`src/hw/rtl/c8ex_pkg.sv`:
```
`default_nettype none
package c8ex_pkg;
    localparam int MemoryBytes  = 4096;
    localparam int ScreenHeight = 32;
    localparam int StackDepth   = 16;
    localparam logic [15:0] FontBase = 16'd80;

    localparam logic [1:0] MODE_EXEC  = 2'd0;
    localparam logic [1:0] MODE_WRITE = 2'd1;
    localparam logic [1:0] MODE_READ  = 2'd2;

    // opcode groups, top nibble of an instruction
    localparam logic [3:0] OPG_SYS  = 4'h0;
    localparam logic [3:0] OPG_JP   = 4'h1;
    localparam logic [3:0] OPG_CALL = 4'h2;
    localparam logic [3:0] OPG_SE   = 4'h3;
    localparam logic [3:0] OPG_SNE  = 4'h4;
    localparam logic [3:0] OPG_SER  = 4'h5;
    localparam logic [3:0] OPG_LD   = 4'h6;
    localparam logic [3:0] OPG_ADD  = 4'h7;
    localparam logic [3:0] OPG_ALU  = 4'h8;
    localparam logic [3:0] OPG_SNER = 4'h9;
    localparam logic [3:0] OPG_LDI  = 4'hA;
    localparam logic [3:0] OPG_JPV  = 4'hB;
    localparam logic [3:0] OPG_RND  = 4'hC;
    localparam logic [3:0] OPG_DRW  = 4'hD;
    localparam logic [3:0] OPG_KEY  = 4'hE;
    localparam logic [3:0] OPG_MISC = 4'hF;

    localparam logic [15:0] INS_CLS = 16'h00E0;
    localparam logic [15:0] INS_RET = 16'h00EE;

    localparam logic [7:0] EX_SKP  = 8'h9E;
    localparam logic [7:0] EX_SKNP = 8'hA1;

    localparam logic [7:0] FX_GET_DT   = 8'h07;
    localparam logic [7:0] FX_WAIT_KEY = 8'h0A;
    localparam logic [7:0] FX_SET_DT   = 8'h15;
    localparam logic [7:0] FX_SET_ST   = 8'h18;
    localparam logic [7:0] FX_ADD_I    = 8'h1E;
    localparam logic [7:0] FX_FONT     = 8'h29;
    localparam logic [7:0] FX_BCD      = 8'h33;
    localparam logic [7:0] FX_STORE    = 8'h55;
    localparam logic [7:0] FX_LOAD     = 8'h65;

    // ALU operations of the shared unit
    typedef enum logic [3:0] {
        ALU_MOV  = 4'h0,
        ALU_OR   = 4'h1,
        ALU_AND  = 4'h2,
        ALU_XOR  = 4'h3,
        ALU_ADD  = 4'h4,
        ALU_SUB  = 4'h5,
        ALU_SHR  = 4'h6,
        ALU_SUBN = 4'h7,
        ALU_SHL  = 4'hE
    } t_alu_op;

    typedef struct packed {
        logic [7:0] res;
        logic [7:0] flag;
    } t_alu_out;
endpackage
`default_nettype wire

```
`src/hw/rtl/c8ex_alu.sv`:
```
`default_nettype none
module c8ex_alu (
    input  wire logic [3:0]          i_op,
    input  wire logic [7:0]          i_a,
    input  wire logic [7:0]          i_b,
    output c8ex_pkg::t_alu_out       o_out
);
    import c8ex_pkg::*;
    logic [8:0] w_sum;
    always_comb begin
        w_sum = {1'b0, i_a} + {1'b0, i_b};
        o_out = '{res: i_a, flag: 8'd0};
        case (i_op)
            ALU_MOV: o_out.res = i_b;
            ALU_OR:  o_out.res = i_a | i_b;
            ALU_AND: o_out.res = i_a & i_b;
            ALU_XOR: o_out.res = i_a ^ i_b;
            ALU_ADD: o_out = '{res: w_sum[7:0], flag: {7'd0, w_sum[8]}};
            ALU_SUB: o_out = '{res: i_a - i_b, flag: {7'd0, i_a > i_b}};
            ALU_SHR: o_out = '{res: {1'b0, i_a[7:1]}, flag: {7'd0, i_a[0]}};
            ALU_SUBN: o_out = '{res: i_b - i_a, flag: {7'd0, i_b > i_a}};
            ALU_SHL: o_out = '{res: {i_a[6:0], 1'b0}, flag: {7'd0, i_a[7]}};
            default: o_out = '{res: i_a, flag: 8'd0};
        endcase
    end
endmodule
`default_nettype wire
```
`config.mk`:
```
export PLATFORM = sky130hd
export DESIGN_NAME = c8ex_alu
export DESIGN_NICKNAME = d
export VERILOG_FILES = /design/src/hw/rtl/c8ex_pkg.sv /design/src/hw/rtl/c8ex_alu.sv
export SDC_FILE = /design/constraint.sdc
export NUM_CORES = 1
export LEC_CHECK = 0
export BUFFER_PORTS_ARGS = -buffer_cell sky130_fd_sc_hd__buf_4
export CAP_MARGIN = 30
export CORE_UTILIZATION = 60
export DETAILED_ROUTE_END_ITERATION = 8
export GPL_TIMING_DRIVEN = 0
export PLACE_DENSITY_LB_ADDON = 0.3
export SLEW_MARGIN = 20
export SYNTH_ARGS = -nofsm -noshare
export SYNTH_HDL_FRONTEND = slang
export SYNTH_SLANG_ARGS = --single-unit
```
`constraint.sdc`:
```
create_clock -name vclk -period 3.16
set_input_delay 0.474 -clock vclk [all_inputs]
set_output_delay 0.474 -clock vclk [all_outputs]
set_load 0.02 [all_outputs]
```
# After elaboration in Yosys (flattened, before gate mapping)
# Cells that the tools add are included.
[word_totals] ram_bits=0 memories=0 mem_bits_ro=0 ff_bits=0 out_inout_bits=16 latch_bits=0 inputBits=20 word_cells=19
[classes] eq_ne=8 bitwise=3 mux=2 div=0 n_reduce_logical=1 n_addsub=3 multipliers=0 shifts=0 magnitude_cmp=2
[ops] op="8-bit one-hot mux with 9 select lines" count=1
[ops] op="4-bit by 3-bit equality test with 1-bit output (second input constant)" count=4
[ops] op="8-bit > comparator" count=2
[ops] op="8-bit subtractor" count=2
[ops] op="8-bit by 8-bit adder with 9-bit output" count=1
[ops] op="8-bit AND" count=1
[ops] op="4-bit by 2-bit equality test with 1-bit output (second input constant)" count=2
[ops] op="8-bit OR" count=1
[ops] op="8-bit XOR" count=1
[ops] op="1-bit one-hot mux with 5 select lines" count=1
[ops] op="4-bit by 1-bit equality test with 1-bit output (second input constant)" count=1
[ops] op="4-bit equality test (second input constant)" count=1
[ops] op="4-bit logical NOT" count=1

# Longest topological paths before layout
[logic_depth] ltp_word=2 depth_mapped=9 ltp_nobuf=9

# Worst setup path after synthesis
# OpenSTA, ideal clock, no wires.
[synth_timing] path_type="input to output" from="input i_a[1]" to="output o_out[15] (netlist bit)" arrival_ps=2318 stages=8 required_ps=2686 n_path_buf=0 slack_ps=368 cell_sequence="inv_1 > ha_1 > nor3_1 > a211o_2 > a311oi_2 > mux2_1 > a211oi_1 > a31oi_1"
[synth_lines] element="from (decl)" line="c8ex_alu.sv:4" text="input wire logic [7:0] i_a,"
[synth_lines] element="to (decl)" line="c8ex_alu.sv:6" text="output c8ex_pkg::t_alu_out o_out"

==> impl_metrics.ini <==
[worst_setup_path]
worst-path-max-fanout = 8
crit_top_cell = buf_4
path_class = primary input to output pin
slowest_stage = a211o_4
start_kind = primary input
cp_cell_sequence = buf_4 > inv_1 > ha_4 > buf_6 > inv_4 > a211o_4 > a311oi_4 > mux2_4 > a211oi_2 > a31oi_1 > buf_4
cp_num_buf_inv = 5
crit_arrival_ps = 2650
endpoint_kind = output pin
crit_family = compound AO/OA/AOI/OAI gates
required_ps = 2690
critPathMaxStageDelay_ps = 350

[layout]
fillers = 258
syn2layout_area_growth_pct = 22.4
clockBufferCount = 0
multiInputGateArea_um2 = 1860
seqCellArea_um2 = 0
finalNetCount = 389
n_antenna_cell = 0
seq_cell_count = 0
drive_gt1_frac = 0.225
final_util = 0.781

[timing]
fin_crit_ps = 3130
fin_crit_sh = 0.990
worst_pin_slew_ps = 787
setup_viol_count_final = 0
hold_viol = 0
finalSetupTns_ps = 0
setup_ws_ps = 32.7
fmax_ghz = 0.320
relSlewSlack = 0.472
slew_viol_final = 0

[yosys]
syn_inst = 289
ys_top_cells_by_area = ha_1 22%, a21oi_1 6.3%, nor2_1 5.3%, o21ai_0 4.5%, inv_1 4.4%
syn_avg_cell_area_um2 = 6.85
yosysTopAreaCellShare = 0.221
yosys.area.top_type = ha_1
ys_seq_area_frac = 0
synth_warnings = 0
ys_top_cells_by_count = 35 x ha_1, 28 x nor2_1, 25 x a21oi_1, 23 x inv_1, 18 x o21ai_0
synth_most_common_cell = ha_1
ys_types = 58
netlist_area_um2 = 1980

[power_and_ir_drop]
switchingPower_mw = 0.253
combPwrFrac = 1.000
clock_power_share = 0
power_density_nw_per_um2 = 178
seqPwrFrac = 0
leakage_nw = 1.12
ir_worst_vdd_v = 0.0000908
intPower_mw = 0.178
netSwitchingFraction = 0.586

[worst_hold_path]
hp-start = i_a[3]
holdPathEnd = o_out[11]
min_path_cells = 3
worstHoldPathType = primary input to output pin

[drt]
post_drt_via_cell_ratio = 6.64
routed_wl_um = 6760
drt-initial-drc-count = 259
postRouteAntennaNets = 0
avgRoutedWirePerCell_um = 18.1
vias = 2478
first_pass_iters = 8
drc = 0

[global_route]
grt_pass1_vias = 2059
grt_overflow = 0
grt_start_max_net_pins = 11
track_usage = 0.367
grt_pass1_wl_um = 9920
antenna_found_initial = 0

[place]
hpwl_um = 4820
io_buffers = 27
place_ws_ps = -121
place_congestion = 0.976

[floorplanning]
die_area_um2 = 3530
die_w_um = 59.5
core_um2 = 3100
die_h_um = 59.5
io_pins = 36
rows = 20
start_util = 0.638

[status]
status = complete, no violations

[flow_run]
cap_violations = 0
per-stage QoR:
step / hold WS (ps) / instance area, um2 / std cells / power [mW]
floorplan: 1130 / 2000 / 295 / 0.260
global placement: 1310 / 2260 / 366 / 0.370
detailed placement: 1310 / 2260 / 366 / 0.375
CTS: 1320 / 2290 / 366 / 0.386
global route: 1330 / 2420 / 373 / 0.463
finish: 1320 / 2420 / 373 / 0.431
cell type report:
class	instances	area share
plain buffers	24	0.0562
inverters	26	0.0444
multi-input cells	244	0.767
well taps	44	0.0227
repair buffers	35	0.110
kinds of logic after synthesis:
kind of cell / after synthesis / share of synthesized area
xor gates and xnor gates: 2 / 0.00885
adders and majority gates: 38 / 0.251
and+or+nand+nor: 80 / 0.200
muxes: 8 / 0.0411
other: 1 / 0.00189
buffers and inverters: 51 / 0.121
AOI/OAI and AO/OA: 109 / 0.375
routing by layer:
layer	global-route usage	vias to the layer above	share of wire
li1	-	1121	-
met1	0.526	1089	0.39
met2	0.587	225	0.45
met3	0.0328	43	0.12
met4	0.0850	0	0.036
met5	0	-	0
tightest hold or removal path: cells and delay by family:
kind | cells | cell delay, ps
AOI/OAI and AO/OA | 1 | 140
buffers and inverters | 2 | 230
power by group through the flow:
stage	registers (mW)	logic (mW)	clock network [mW]
finish	0	0.431	0
global route	0	0.463	0
CTS	0	0.386	0
detailed placement	0	0.375	0
global placement	0	0.370	0
floorplan	0	0.260	0
cell usage in the layout, fill, tap and decap left out, drive strengths merged, types with 6 or more instances in the layout:
| master | synthesis | layout |
|---|---|---|
| buf | 17 | 52 |
| ha | 35 | 35 |
| nor2 | 29 | 29 |
| a21oi | 25 | 25 |
| inv | 26 | 24 |
| o21ai | 20 | 20 |
| nand2 | 11 | 11 |
| nor3 | 10 | 10 |
| a211oi | 8 | 8 |
| nor2b | 7 | 7 |
| clkbuf | 8 | 7 |
| o22ai | 7 | 7 |
| mux2i | 7 | 7 |
| conb | 1 | 7 |
| nand3 | 6 | 6 |
| a221oi | 6 | 6 |
worst max-delay path by stage:
stage               depth (start not counted)   start   endpoint
floorplan                                   8  i_a[1]  o_out[15]
global placement                           10  i_a[1]  o_out[15]
detailed placement                         10  i_a[1]  o_out[15]
CTS                                        11  i_a[0]  o_out[14]
global route                               11  i_a[1]  o_out[15]
finish                                     11  i_b[2]  o_out[15]
what timing repair did:
action	in CTS	in global routing
hold buffers	0	0
setup endpoints to repair	1	2
setup buffers	0	8
gates resized for setup	4	16
pin swaps	1	11
Note: power is estimated with default switching activity, not from simulation.
